<file path="src/rtl/core/twtp_step_unit.sv">
module twtp_step_unit #(
	parameter int DATA_W = 16
) (
	input  logic [DATA_W-1:0] op_a,
	input  logic [DATA_W-1:0] op_b,
	output logic              a_below,
	output logic [DATA_W-1:0] gap
);

	logic [DATA_W:0] diff;

	// One subtractor serves both the peak comparison and the water depth.
	assign diff = {1'b0, op_a} - {1'b0, op_b};
	assign a_below = diff[DATA_W];
	assign gap = diff[DATA_W] ? '0 : diff[DATA_W-1:0];

endmodule

</file>
<file path="config.mk">
export PLATFORM = sky130hd
export DESIGN_NAME = twtp_step_unit
export DESIGN_NICKNAME = d
export VERILOG_FILES = /design/src/rtl/core/twtp_step_unit.sv
export SDC_FILE = /design/constraint.sdc
export NUM_CORES = 1
export LEC_CHECK = 0
export ABC_AREA = 1
export BUFFER_PORTS_ARGS = -buffer_cell sky130_fd_sc_hd__buf_2
export CAP_MARGIN = 20
export CORE_UTILIZATION = 55
export DETAILED_ROUTE_END_ITERATION = 8
export PLACE_DENSITY = 0.9
export SYNTH_ARGS = -nofsm -noshare
export SYNTH_HDL_FRONTEND = slang
export SYNTH_SLANG_ARGS = --single-unit
</file>
<file path="constraint.sdc">
create_clock -name vclk -period 1.9
set_input_delay 0 -clock vclk [all_inputs]
set_output_delay 0 -clock vclk [all_outputs]
set_load 0.05 [all_outputs]
</file>
# Yosys cells after proc, flatten, opt, wreduce, memory -nomap -nowiden
# Cells that the tools add are included.
[word_totals] ff_bits=0 output_inout_bits=17 word_cells=2
[op_classes] addsub=1 mux=1
[ops] cell="$sub 16x16->17" count=1
[ops] cell="$mux 16" count=1

# Depth between registers and ports, before layout
# Gate-level depths: netlist (run 1).
[depth] ltp_word=2 ltp_mapped=12 ltp_nobuf=12

# Worst setup path after synthesis (run 1)
# Ideal clock, no wire load.
[synth_path] path_kind="in2out" startpoint="input op_a[0]" endpoint="output gap[10]" arrival_time_ns=1.868 path_slack_ns=0.032 stages=12 path_cell_list="inv_1 -> ha_1 -> fa_1 -> inv_1 -> nand3_1 -> nand3_2 -> nand2_1 -> nand2_2 -> nand2_2 -> nand2_4 -> nand2_1 -> nor2_1"
[synth_between] elab_chain_len=2
[synth_lines] element="start: declaration" line="4" text="input logic [DATA_W-1:0] op_a,"
[synth_lines] element="$sub 16x16->17" line="13" text="assign diff = {1'b0, op_a} - {1'b0, op_b};"
[synth_lines] element="$mux 16" line="15" text="assign gap = diff[DATA_W] ? '0 : diff[DATA_W-1:0];"
[synth_lines] element="end: declaration" line="7" text="output logic [DATA_W-1:0] gap"
# No other way between the ends.

# Worst setup path after layout (run 1)
[layout_path] startpoint="input op_a[0]" endpoint="output gap[4]"
# The elaborated chain is that of the path after synthesis.

==> Flow_metrics.wiki, run 1 <==
{| class="wikitable"
! Metric !! Value
|-
| List of cells traversed by the critical path || buf_2 -> inv_1 -> ha_1 -> fa_1 -> inv_1 -> nand3_1 -> nand3_2 -> nand2_1 -> nand2_2 -> nand2_2 -> nand2_4 -> inv_6 -> nor2_2 -> buf_4
|-
| # rows || 16
|-
| Die Outline Area || roughly 2300 um2
|-
| Synth Instances || approximately 230
|-
| Required time of the worst setup path || 1.90 ns
|-
| Sequential share of the synthesized area || 0%
|-
| Category of cells accounting for the largest share of critical-path delay || simple AND/OR/NAND/NOR gates
|-
| Post-synthesis cell type count || 23
|-
| Clkbuf count || 0
|-
| Depth of the critical timing path with buffers and inverters included || 14
|-
| Setup violations, final || 0
|-
| Global placer's final weighted congestion || 0.901
|-
| DP Worst Slack || approximately 0.047 ns
|-
| Post-synth net total || 277
|-
| Post-route fraction of the period consumed by the critical path || roughly 96%
|-
| Number of pins with negative max-slew slack in the final report || 0
|-
| Worst setup EP type || primary output
|-
| Mapped Avg Cell Area || 5.19 um2
|-
| Highest clock frequency the design can meet || roughly 0.55 GHz
|-
| Final #Nets || 328
|-
| Share of layout cells above drive strength 1 || 26.1%
|-
| Max FO, Critical Path || 10
|-
| Crit path kind || in -> out
|-
| Crit path DAT || around 1.8 ns
|-
| Sequential cell count || 0
|-
| Count of maximum capacitance violations || 0
|-
| Share of the synthesized area in the top cell type || between 20% and 30%
|-
| Maximum number of pins on one net before global-route repair || 11
|-
| Critical path startpoint category || input pin
|-
| Layout-stage area growth over the synthesis result || 27.4%
|-
| Worst hold margin || about 0.44 ns
|-
| Main area contributors after synthesis || sky130_fd_sc_hd__nand2_1 (24%), sky130_fd_sc_hd__inv_1 (18%), sky130_fd_sc_hd__ha_1 (18%)
|-
| Detailed-placement wirelength estimate || ~2.5 mm
|-
| Slowest cell delay on critical path || roughly 0.4 ns
|-
| Port Buffer Count || 49
|-
| Final routed wire length divided by cell count || 9.57 um
|-
| Shortest period the worst path allows || about 1.8 ns
|-
| Total via count after detailed routing || about 1400
|-
| Total GRT Usage || between 20 and 25%
|-
| Final hold violations || 0
|-
| Most frequent cells after synthesis || sky130_fd_sc_hd__nand2_1 (75), sky130_fd_sc_hd__inv_1 (58), sky130_fd_sc_hd__ha_1 (17), sky130_fd_sc_hd__nor2_1 (17), sky130_fd_sc_hd__a21oi_1 (12)
|-
| X dimension of the die || slightly below 50 um
|-
| First element of the critical path || op_a[0]
|-
| Detailed Routing Iterations Pass 1 || 4
|-
| Routed vias/inst || around 4.7
|-
| Leading area contributor after synthesis || sky130_fd_sc_hd__nand2_1
|-
| Routed wire length || 2.90 mm
|-
| Pwr Density || approximately 470 nW/um2
|-
| Total congestion overflow || 0
|-
| Die Height || 48.3 um
|-
| Global-route wire length before repair || 4.18 mm
|-
| Pwr Total || 702 uW
|-
| Number of remaining DRC errors || 0
|-
| WP buf/inv || 5
|-
| Core area || roughly 2000 um2
|-
| Transition at the pin with the smallest max-transition slack || a little under 0.3 ns
|-
| Cell Area, Synth || ~1200 um2
|-
| Synth Warn # || 0
|-
| Critical path destination || gap[4]
|-
| Sequential cell area || 0 um2
|-
| Worst-case headroom to the max-slew limit || 80.0%
|-
| Max VDD drop || a little under 0.0004 V
|-
| Post-route worst setup slack || ~0.067 ns
|-
| Run status || finished, final reports clean
|-
| Top-level port count || between 40 and 50
|-
| DRC violation total after the first TritonRoute iteration || slightly above 50
|-
| Effective utilization at floorplan || between 50% and 60%
|-
| Count of inserted antenna diode cells || 0
|-
| Number of antenna violations at the first check in global routing || 0
|-
| Static power due to leakage || between 0.001 and 0.0015 uW
|-
| Most numerous cell in the Yosys netlist || sky130_fd_sc_hd__nand2_1
|-
| Routed Antenna Nets || 0
|-
| Via count of the first global-routing pass || ~1100
|-
| Worst hold-check path type || in -> out
|-
| Critical-path top delay cell || sky130_fd_sc_hd__fa_1
|}
power breakdown:
group | switching (uW) | internal, uW
clock | 0 | 0
combinational | 472 | 229
sequential | 0 | 0
total | 472 | 229
layer usage:
layer | wire length [um] | up-vias | track usage (%)
met5 | 0 | - | 0
li1 | - | 769 | -
met2 | 1430 | 48 | 45.1
met4 | 21 | 0 | 1.67
met3 | 164 | 2 | 0.741
met1 | 1290 | 616 | 32.5
worst min-delay path by stage:
stage	startpoint	end	slack [ns]	cells after the start
after floorplan	op_b[0]	gap[0]	0.22	2
after global placement	op_b[0]	gap[0]	0.45	4
after detailed placement	op_b[0]	gap[0]	0.46	4
after CTS	op_b[0]	gap[0]	0.46	4
after global routing	op_b[0]	gap[0]	0.47	4
final	op_b[0]	gap[0]	0.44	4
layout make-up:
type	instances	area [um2]
fillers	183	480
well taps	27	33.8
inverters	61	234
repair buffers	49	289
multi-input cells	166	945
what timing repair did:
action | 4_1_cts | 5_1_grt
gates resized for setup | 0 | 27
hold buffers | 0 | 0
buffers inserted | 0 | 0
setup endpoints to repair | 0 | 16
per-stage QoR:
stage | utilization (%) | instances | setup TNS, ns | area [um2]
2_1_floorplan | - | 227 | 0 | 1180
3_3_place_gp | 73.5 | 303 | 0 | 1460
3_5_place_dp | 73.5 | 303 | 0 | 1460
4_1_cts | 73.5 | 303 | 0 | 1460
5_1_grt | 75.8 | 303 | -0.0218 | 1500
6_report | 75.8 | 303 | 0 | 1500
worst min-delay path, delay by kind of cell:
kind                     cells  cell delay (ns)
buffers and inverters        2             0.27
adder cells (fa/ha/maj)      1             0.13
AND/OR/NAND/NOR              1             0.04
layout by cell type, fill, tap and decap left out, types with 6 or more instances in the layout:
cell type	n
sky130_fd_sc_hd__a21oi_1	12
sky130_fd_sc_hd__buf_2	33
sky130_fd_sc_hd__buf_4	9
sky130_fd_sc_hd__clkbuf_4	6
sky130_fd_sc_hd__ha_1	17
sky130_fd_sc_hd__inv_1	58
sky130_fd_sc_hd__nand2_1	75
sky130_fd_sc_hd__nand3_1	10
sky130_fd_sc_hd__nor2_1	17
sky130_fd_sc_hd__nor2_2	8
sky130_fd_sc_hd__xnor2_1	6
logic make-up after synthesis:
logic type / Yosys count / synth area share [%]
AO/OA/AOI/OAI: 14 / 6.26
buffers and inverters: 61 / 19.9
XOR/XNOR: 7 / 5.20
adder cells (fa/ha/maj): 18 / 19.7
AND/OR/NAND/NOR: 127 / 48.9
Power figures use the tool's default switching activity.
==> run 2: changes to the inputs <==
Settings changed: CELL_PAD_IN_SITES_DETAIL_PLACEMENT from default to 0, CELL_PAD_IN_SITES_GLOBAL_PLACEMENT from default to 1, CORE_UTILIZATION 55 to 35, PLACE_DENSITY 0.9 to default, PLACE_DENSITY_LB_ADDON from default to 0.1.
==> run 2 against run 1 <==
Utilization down 27 points. Setup slack better by 0.088 ns. Global-route usage down 9.2 points. Count of clock-buffer cells in the layout unchanged. First-iteration DRC count down 9.8%. Power down 2.2%. Via count down 4.9%. Sequential share of layout area unchanged. Maximum frequency up 5.1%. Final cell count up 5.6%. Combinational power down 2%. Hold slack worse by 0.0085 ns. Largest cell class unchanged. Highest routed layer is now met3.
==> Flow_metrics.wiki, run 2 (synthesis gave the netlist of run 1 again) <==
{| class="wikitable"
! Metric !! Value
|-
| Number of antenna violations at the first check in global routing || 0 (unchanged)
|-
| # hold bufs at CTS || 0 (unchanged)
|-
| Highest routed metal layer || met3
|-
| Fraction of power spent switching nets || 67.0% (-0.25 points)
|-
| Share of layout cells above drive strength 1 || 26.1% (unchanged)
|-
| Core area || 3130 um2 (+58%)
|-
| Max VDD drop || 0.000222 V (-44%)
|-
| Count of maximum capacitance violations || 0 (unchanged)
|-
| Pwr Density || 452 nW/um2 (-3.3%)
|-
| Top-level port count || 49 (unchanged)
|-
| Crit path DAT || 1.75 ns (-0.08 ns)
|-
| Highest clock frequency the design can meet || 0.573 GHz (+5.1%)
|-
| Total negative setup slack || 0 ns (unchanged)
|-
| Global-route wire length before repair || 4.37 mm (+4.4%)
|-
| Total via count after detailed routing || 1364 (-4.9%)
|-
| Worst-case headroom to the max-slew limit || 78.9% (-1.1 points)
|-
| Routed Antenna Nets || 0 (unchanged)
|-
| Leading cell type in the layout, fill and taps excluded || sky130_fd_sc_hd__nand2_1
|-
| Layout-stage area growth over the synthesis result || 28.9%
|-
| Critical path startpoint category || input pin
|-
| Total routed wire length on the met1 layer || 1.42 mm (+10%)
|-
| Crit path kind || in -> out
|-
| Routed vias/inst || 4.26 (-10%)
|-
| Slowest cell delay on critical path || 0.41 ns (about the same)
|-
| Maximum number of pins on one net before global-route repair || 11 (unchanged)
|-
| Sum of met3 wire segment lengths after detailed routing || 68 um (-59%)
|-
| Switching power total || 460 uW (-2.5%)
|-
| Clkbuf count || 0 (unchanged)
|-
| Final #Nets || 328 (unchanged)
|-
| Start point of the worst min-delay path || op_b[0]
|-
| Die Height || 60.0 um (+24%)
|-
| Required time of the worst setup path || 1.90 ns (about the same)
|-
| Final cell count without fillers || 320 (+5.6%)
|-
| Final routed wire length divided by cell count || 8.57 um (-10%)
|-
| Number of remaining DRC errors || 0 (unchanged)
|-
| Met2 layer wire length in the routed design || 1.26 mm (-12%)
|-
| Combinational fraction of design power || 100.0% (about the same)
|-
| Clock network fraction of design power || 0% (unchanged)
|-
| Count of buffers added by post-CTS timing repair for setup || 0 (unchanged)
|-
| Transition at the pin with the smallest max-transition slack || 0.314 ns (+0.0161 ns)
|-
| # fillers || 376 (+110%)
|-
| Detailed Routing Iterations Pass 1 || 4 (unchanged)
|-
| Port Buffer Count || 49 (unchanged)
|-
| Effective utilization at floorplan || 37.7% (-22 points)
|-
| # rows || 20 (+4)
|-
| Detailed-placement wirelength estimate || 2.49 mm (-0.14%)
|-
| List of cells traversed by the critical path || buf_2 -> inv_1 -> ha_1 -> fa_1 -> inv_1 -> nand3_1 -> nand3_2 -> nand2_1 -> nand2_2 -> nand2_2 -> nand2_4 -> inv_6 -> nor2_2 -> clkbuf_4
|-
| X dimension of the die || 60.0 um (+24%)
|-
| Count of inserted antenna diode cells || 0 (unchanged)
|-
| RSZ-0062 raised after global routing || no
|-
| Number of placed cells counting well taps || 320 (+5.6%)
|-
| CTS resizes || 0 (unchanged)
|-
| Worst setup EP type || primary output
|-
| DRC violation total after the first TritonRoute iteration || 46 (-9.8%)
|-
| Number of pins with negative max-slew slack in the final report || 0 (unchanged)
|-
| Die Outline Area || 3600 um2 (+55%)
|-
| Worst hold-check path type || in -> out
|-
| Highest-count cells in the layout ignoring fill and taps || sky130_fd_sc_hd__nand2_1 (75), sky130_fd_sc_hd__inv_1 (58), sky130_fd_sc_hd__buf_2 (33)
|-
| Relative contribution of sequential cells to total power || 0% (unchanged)
|-
| Final hold violations || 0 (unchanged)
|-
| Setup violations, final || 0 (unchanged)
|-
| Total congestion overflow || 0 (unchanged)
|-
| Total GRT Usage || 15.2% (-9.2 points)
|-
| Post-route fraction of the period consumed by the critical path || 91.9% (-4.6 points)
|-
| Via count of the first global-routing pass || 1058 (-4.0%)
|-
| First element of the critical path || op_a[0]
|-
| WP buf/inv || 5 (unchanged)
|-
| Shortest period the worst path allows || 1.75 ns (-0.0882 ns)
|-
| Run status || finished, final reports clean
|-
| Internal Dissipation || 226 uW (-1.4%)
|-
| Static power due to leakage || 0.00100 uW (-0.21%)
|-
| Routed wire length || 2.74 mm (-5.5%)
|-
| Sequential cell count || 0 (unchanged)
|-
| Category of cells accounting for the largest share of critical-path delay || adder cells
|-
| Global placer's final weighted congestion || 0.756 (-16%)
|-
| Sequential cell area || 0 um2 (unchanged)
|-
| Critical-path top delay cell || sky130_fd_sc_hd__fa_1
|-
| Max FO, Critical Path || 10 (unchanged)
|}
run 2: stage by stage:
step / util, % / worst slack (ns) / instance area (um2) / hold slack, ns / total power, uW
floorplan: - / 0.0316 / 1180 / 0.222 / 520
global placement: 47.3 / 0.123 / 1480 / 0.450 / 666
detailed placement: 47.3 / 0.0934 / 1480 / 0.455 / 664
CTS: 47.3 / 0.0881 / 1480 / 0.453 / 665
global route: 48.6 / 0.0000702 / 1520 / 0.454 / 753
finish: 48.6 / 0.155 / 1520 / 0.430 / 686
run 2: metal layers:
metal | vias to the layer above | track usage (%)
met5 | - | 0
met4 | 0 | 0
met3 | 0 | 0
met2 | 27 | 25.7
met1 | 561 | 22.8
li1 | 776 | -
run 2: layout make-up:
type	count	area (um2)	share of cell area, %
inverters	61	234	15.4
multi-input cells	166	945	62.2
well taps	44	55.1	3.62
repair buffers	49	285	18.8
run 2: power by group through the flow:
stage               logic [uW]  clock network [uW]  registers, uW
floorplan                  520                   0              0
global placement           666                   0              0
detailed placement         664                   0              0
CTS                        665                   0              0
global route               753                   0              0
finish                     686                   0              0
run 2: final timing paths:
check,endpoint,cells past startpoint,slack [ns]
hold / removal,gap[0],4,0.43
setup / recovery,gap[3],14,0.15
==> run 3: changes to the inputs <==
==> constraint.sdc (replaced) <==
create_clock -name vclk -period 1.9
set_input_delay 0.285 -clock vclk [all_inputs]
set_output_delay 0.285 -clock vclk [all_outputs]
set_load 0.05 [all_outputs]
==> run 3 against run 2 <==
The flow now finishes with violations (setup timing). First-iteration DRC count shrank 15%. Count of clock-buffer cells in the layout is the same. Routed wire length grew 25%. Highest routed layer unchanged.
==> Flow_metrics.wiki, run 3 (synthesis gave the netlist of run 1 again) <==
{| class="wikitable"
! Metric !! Value
|-
| Run status || finished, violations left
|-
| Failing checks || setup timing
|-
| Critical path startpoint category || input pin
|-
| RSZ-0062 raised after global routing || yes
|-
| X dimension of the die || 60.0 um (unchanged)
|-
| Pwr Density || 466 nW/um2 (+3.1%)
|-
| Share of layout cells above drive strength 1 || 44.3% (+18 points)
|-
| Routed Antenna Nets || 0 (unchanged)
|-
| Max FO, Critical Path || 4 (-6)
|-
| Routed vias/inst || 4.33 (+1.7%)
|-
| Max VDD drop || 0.000249 V (+12%)
|-
| Sequential cell area || 0 um2 (unchanged)
|-
| Total via count after detailed routing || 1530 (+12%)
|-
| Final instance area || 2180 um2 (+44%)
|-
| Start point of the worst min-delay path || op_b[0]
|-
| Count of inserted antenna diode cells || 0 (unchanged)
|-
| Number of placed cells counting well taps || 348 (+8.8%)
|-
| Transition at the pin with the smallest max-transition slack || 0.284 ns (-0.0296 ns)
|-
| First element of the critical path || op_a[0]
|-
| Pwr Total || 1020 uW (+48%)
|-
| Worst setup EP type || primary output
|-
| Clkbuf count || 0 (unchanged)
|-
| Core area || 3130 um2 (unchanged)
|-
| Top-level port count || 49 (unchanged)
|-
| DRC violation total after the first TritonRoute iteration || 39 (-15%)
|-
| Combined area of the multi-input logic cells || 1230 um2 (+30%)
|-
| Global-route wire length before repair || 5.43 mm (+24%)
|-
| Final routed wire length divided by cell count || 9.67 um (+13%)
|-
| Total congestion overflow || 0 (unchanged)
|-
| Required time of the worst setup path || 1.62 ns (-0.28 ns)
|-
| Worst hold margin || 1.07 ns (+0.643 ns)
|-
| Leading cell type in the layout, fill and taps excluded || sky130_fd_sc_hd__nand2_1
|-
| # rows || 20 (unchanged)
|-
| Final hold violations || 0 (unchanged)
|-
| Global placer's final weighted congestion || 0.800 (+5.8%)
|-
| Number of pins with negative max-slew slack in the final report || 0 (unchanged)
|-
| Post-route fraction of the period consumed by the critical path || 110% (+19 points)
|-
| Via count of the first global-routing pass || 1332 (+26%)
|-
| Number of remaining DRC errors || 0 (unchanged)
|-
| DP Worst Slack || -0.438 ns (-0.531 ns)
|-
| Detailed Routing Iterations Pass 1 || 4 (unchanged)
|-
| Highest-count cells in the layout ignoring fill and taps || sky130_fd_sc_hd__nand2_1 (67), sky130_fd_sc_hd__inv_1 (56), sky130_fd_sc_hd__buf_2 (30), sky130_fd_sc_hd__buf_4 (30), sky130_fd_sc_hd__nor2_4 (17)
|-
| Number of antenna violations at the first check in global routing || 0 (unchanged)
|-
| Die Outline Area || 3600 um2 (unchanged)
|-
| Placed cell area || 1820 um2 (+23%)
|-
| Routed wire length || 3.41 mm (+25%)
|-
| Setup violations, final || 17 (+17)
|-
| Count of maximum capacitance violations || 0 (unchanged)
|-
| # fillers || 291 (-23%)
|-
| Final cell count without fillers || 353 (+10%)
|-
| Highest clock frequency the design can meet || 0.477 GHz (-17%)
|-
| Post-route worst setup slack || -0.198 ns (-0.353 ns)
|-
| Crit path DAT || 1.81 ns (+0.06 ns)
|-
| Crit path kind || in -> out
|-
| Maximum number of pins on one net before global-route repair || 7 (-4)
|-
| Worst-case headroom to the max-slew limit || 80.9% (+2.0 points)
|-
| Worst hold-check path type || in -> out
|-
| Final #Nets || 361 (+10%)
|-
| Static power due to leakage || 0.00125 uW (+25%)
|-
| Sequential cell count || 0 (unchanged)
|-
| Die Height || 60.0 um (unchanged)
|-
| Effective utilization at floorplan || 37.7% (unchanged)
|-
| Detailed-placement wirelength estimate || 2.70 mm (+8.2%)
|-
| Layout-stage area growth over the synthesis result || 85.1%
|-
| Port Buffer Count || 49 (unchanged)
|-
| Total GRT Usage || 19.1% (+3.9 points)
|-
| Shortest period the worst path allows || 2.10 ns (+0.353 ns)
|-
| # hold bufs at CTS || 0 (unchanged)
|}
run 3: worst max-delay path, cell delays in order:
cell,delay (ns)
sky130_fd_sc_hd__buf_8,0.09
sky130_fd_sc_hd__inv_12,0.03
sky130_fd_sc_hd__ha_4,0.14
sky130_fd_sc_hd__fa_2,0.35
sky130_fd_sc_hd__inv_2,0.07
sky130_fd_sc_hd__nand3_2,0.06
sky130_fd_sc_hd__nand3_2,0.08
sky130_fd_sc_hd__nand2_2,0.05
sky130_fd_sc_hd__nand2_2,0.08
sky130_fd_sc_hd__nand2_4,0.10
sky130_fd_sc_hd__nand2_8,0.16
sky130_fd_sc_hd__nand2_4,0.07
sky130_fd_sc_hd__nor2_4,0.09
sky130_fd_sc_hd__buf_8,0.15
run 3: power by group:
part	leakage [uW]	switching, uW	total [uW]	internal (uW)
Combinational	0.00125	593	1020	424
Clock	0	0	0	0
Sequential	0	0	0	0
run 3: stage by stage:
stage	utilization, %	setup TNS, ns
6_report	69.8	-2.97
5_1_grt	69.8	-4.28
4_1_cts	67.2	-3.58
3_5_place_dp	58.1	-7.01
3_3_place_gp	58.1	-6.57
2_1_floorplan	-	-1.64
run 3: routing by layer:
layer / global-route usage, % / routed length (um) / vias to the layer above / part of all wire, %
met4: 0 / 0 / 0 / 0
met1: 27.7 / 1680 / 670 / 49
met5: 0 / 0 / - / 0
met2: 33.7 / 1680 / 21 / 49
met3: 0 / 45 / 0 / 1.3
li1: - / - / 839 / -
run 3: cell type report:
type | instances | share of cell area (%)
Timing Repair inverter | 1 | 0.516
Inverter | 61 | 11.8
Timing Repair Buffer | 80 | 28.8
Multi-Input combinational cell | 167 | 56.4
Tap cell | 44 | 2.52
run 3: final timing paths:
check	cells after the start	endpoint
worst min-delay path	5	gap[0]
worst max-delay path	14	gap[11]
run 3: repair_timing:
| action | CTS | global route |
|---|---|---|
| cloned | 2 | 0 |
| endpoints found under the setup margin | 17 | 17 |
| buffers inserted | 3 | 0 |
| pin swaps | 14 | 7 |
| resized for setup | 62 | 16 |
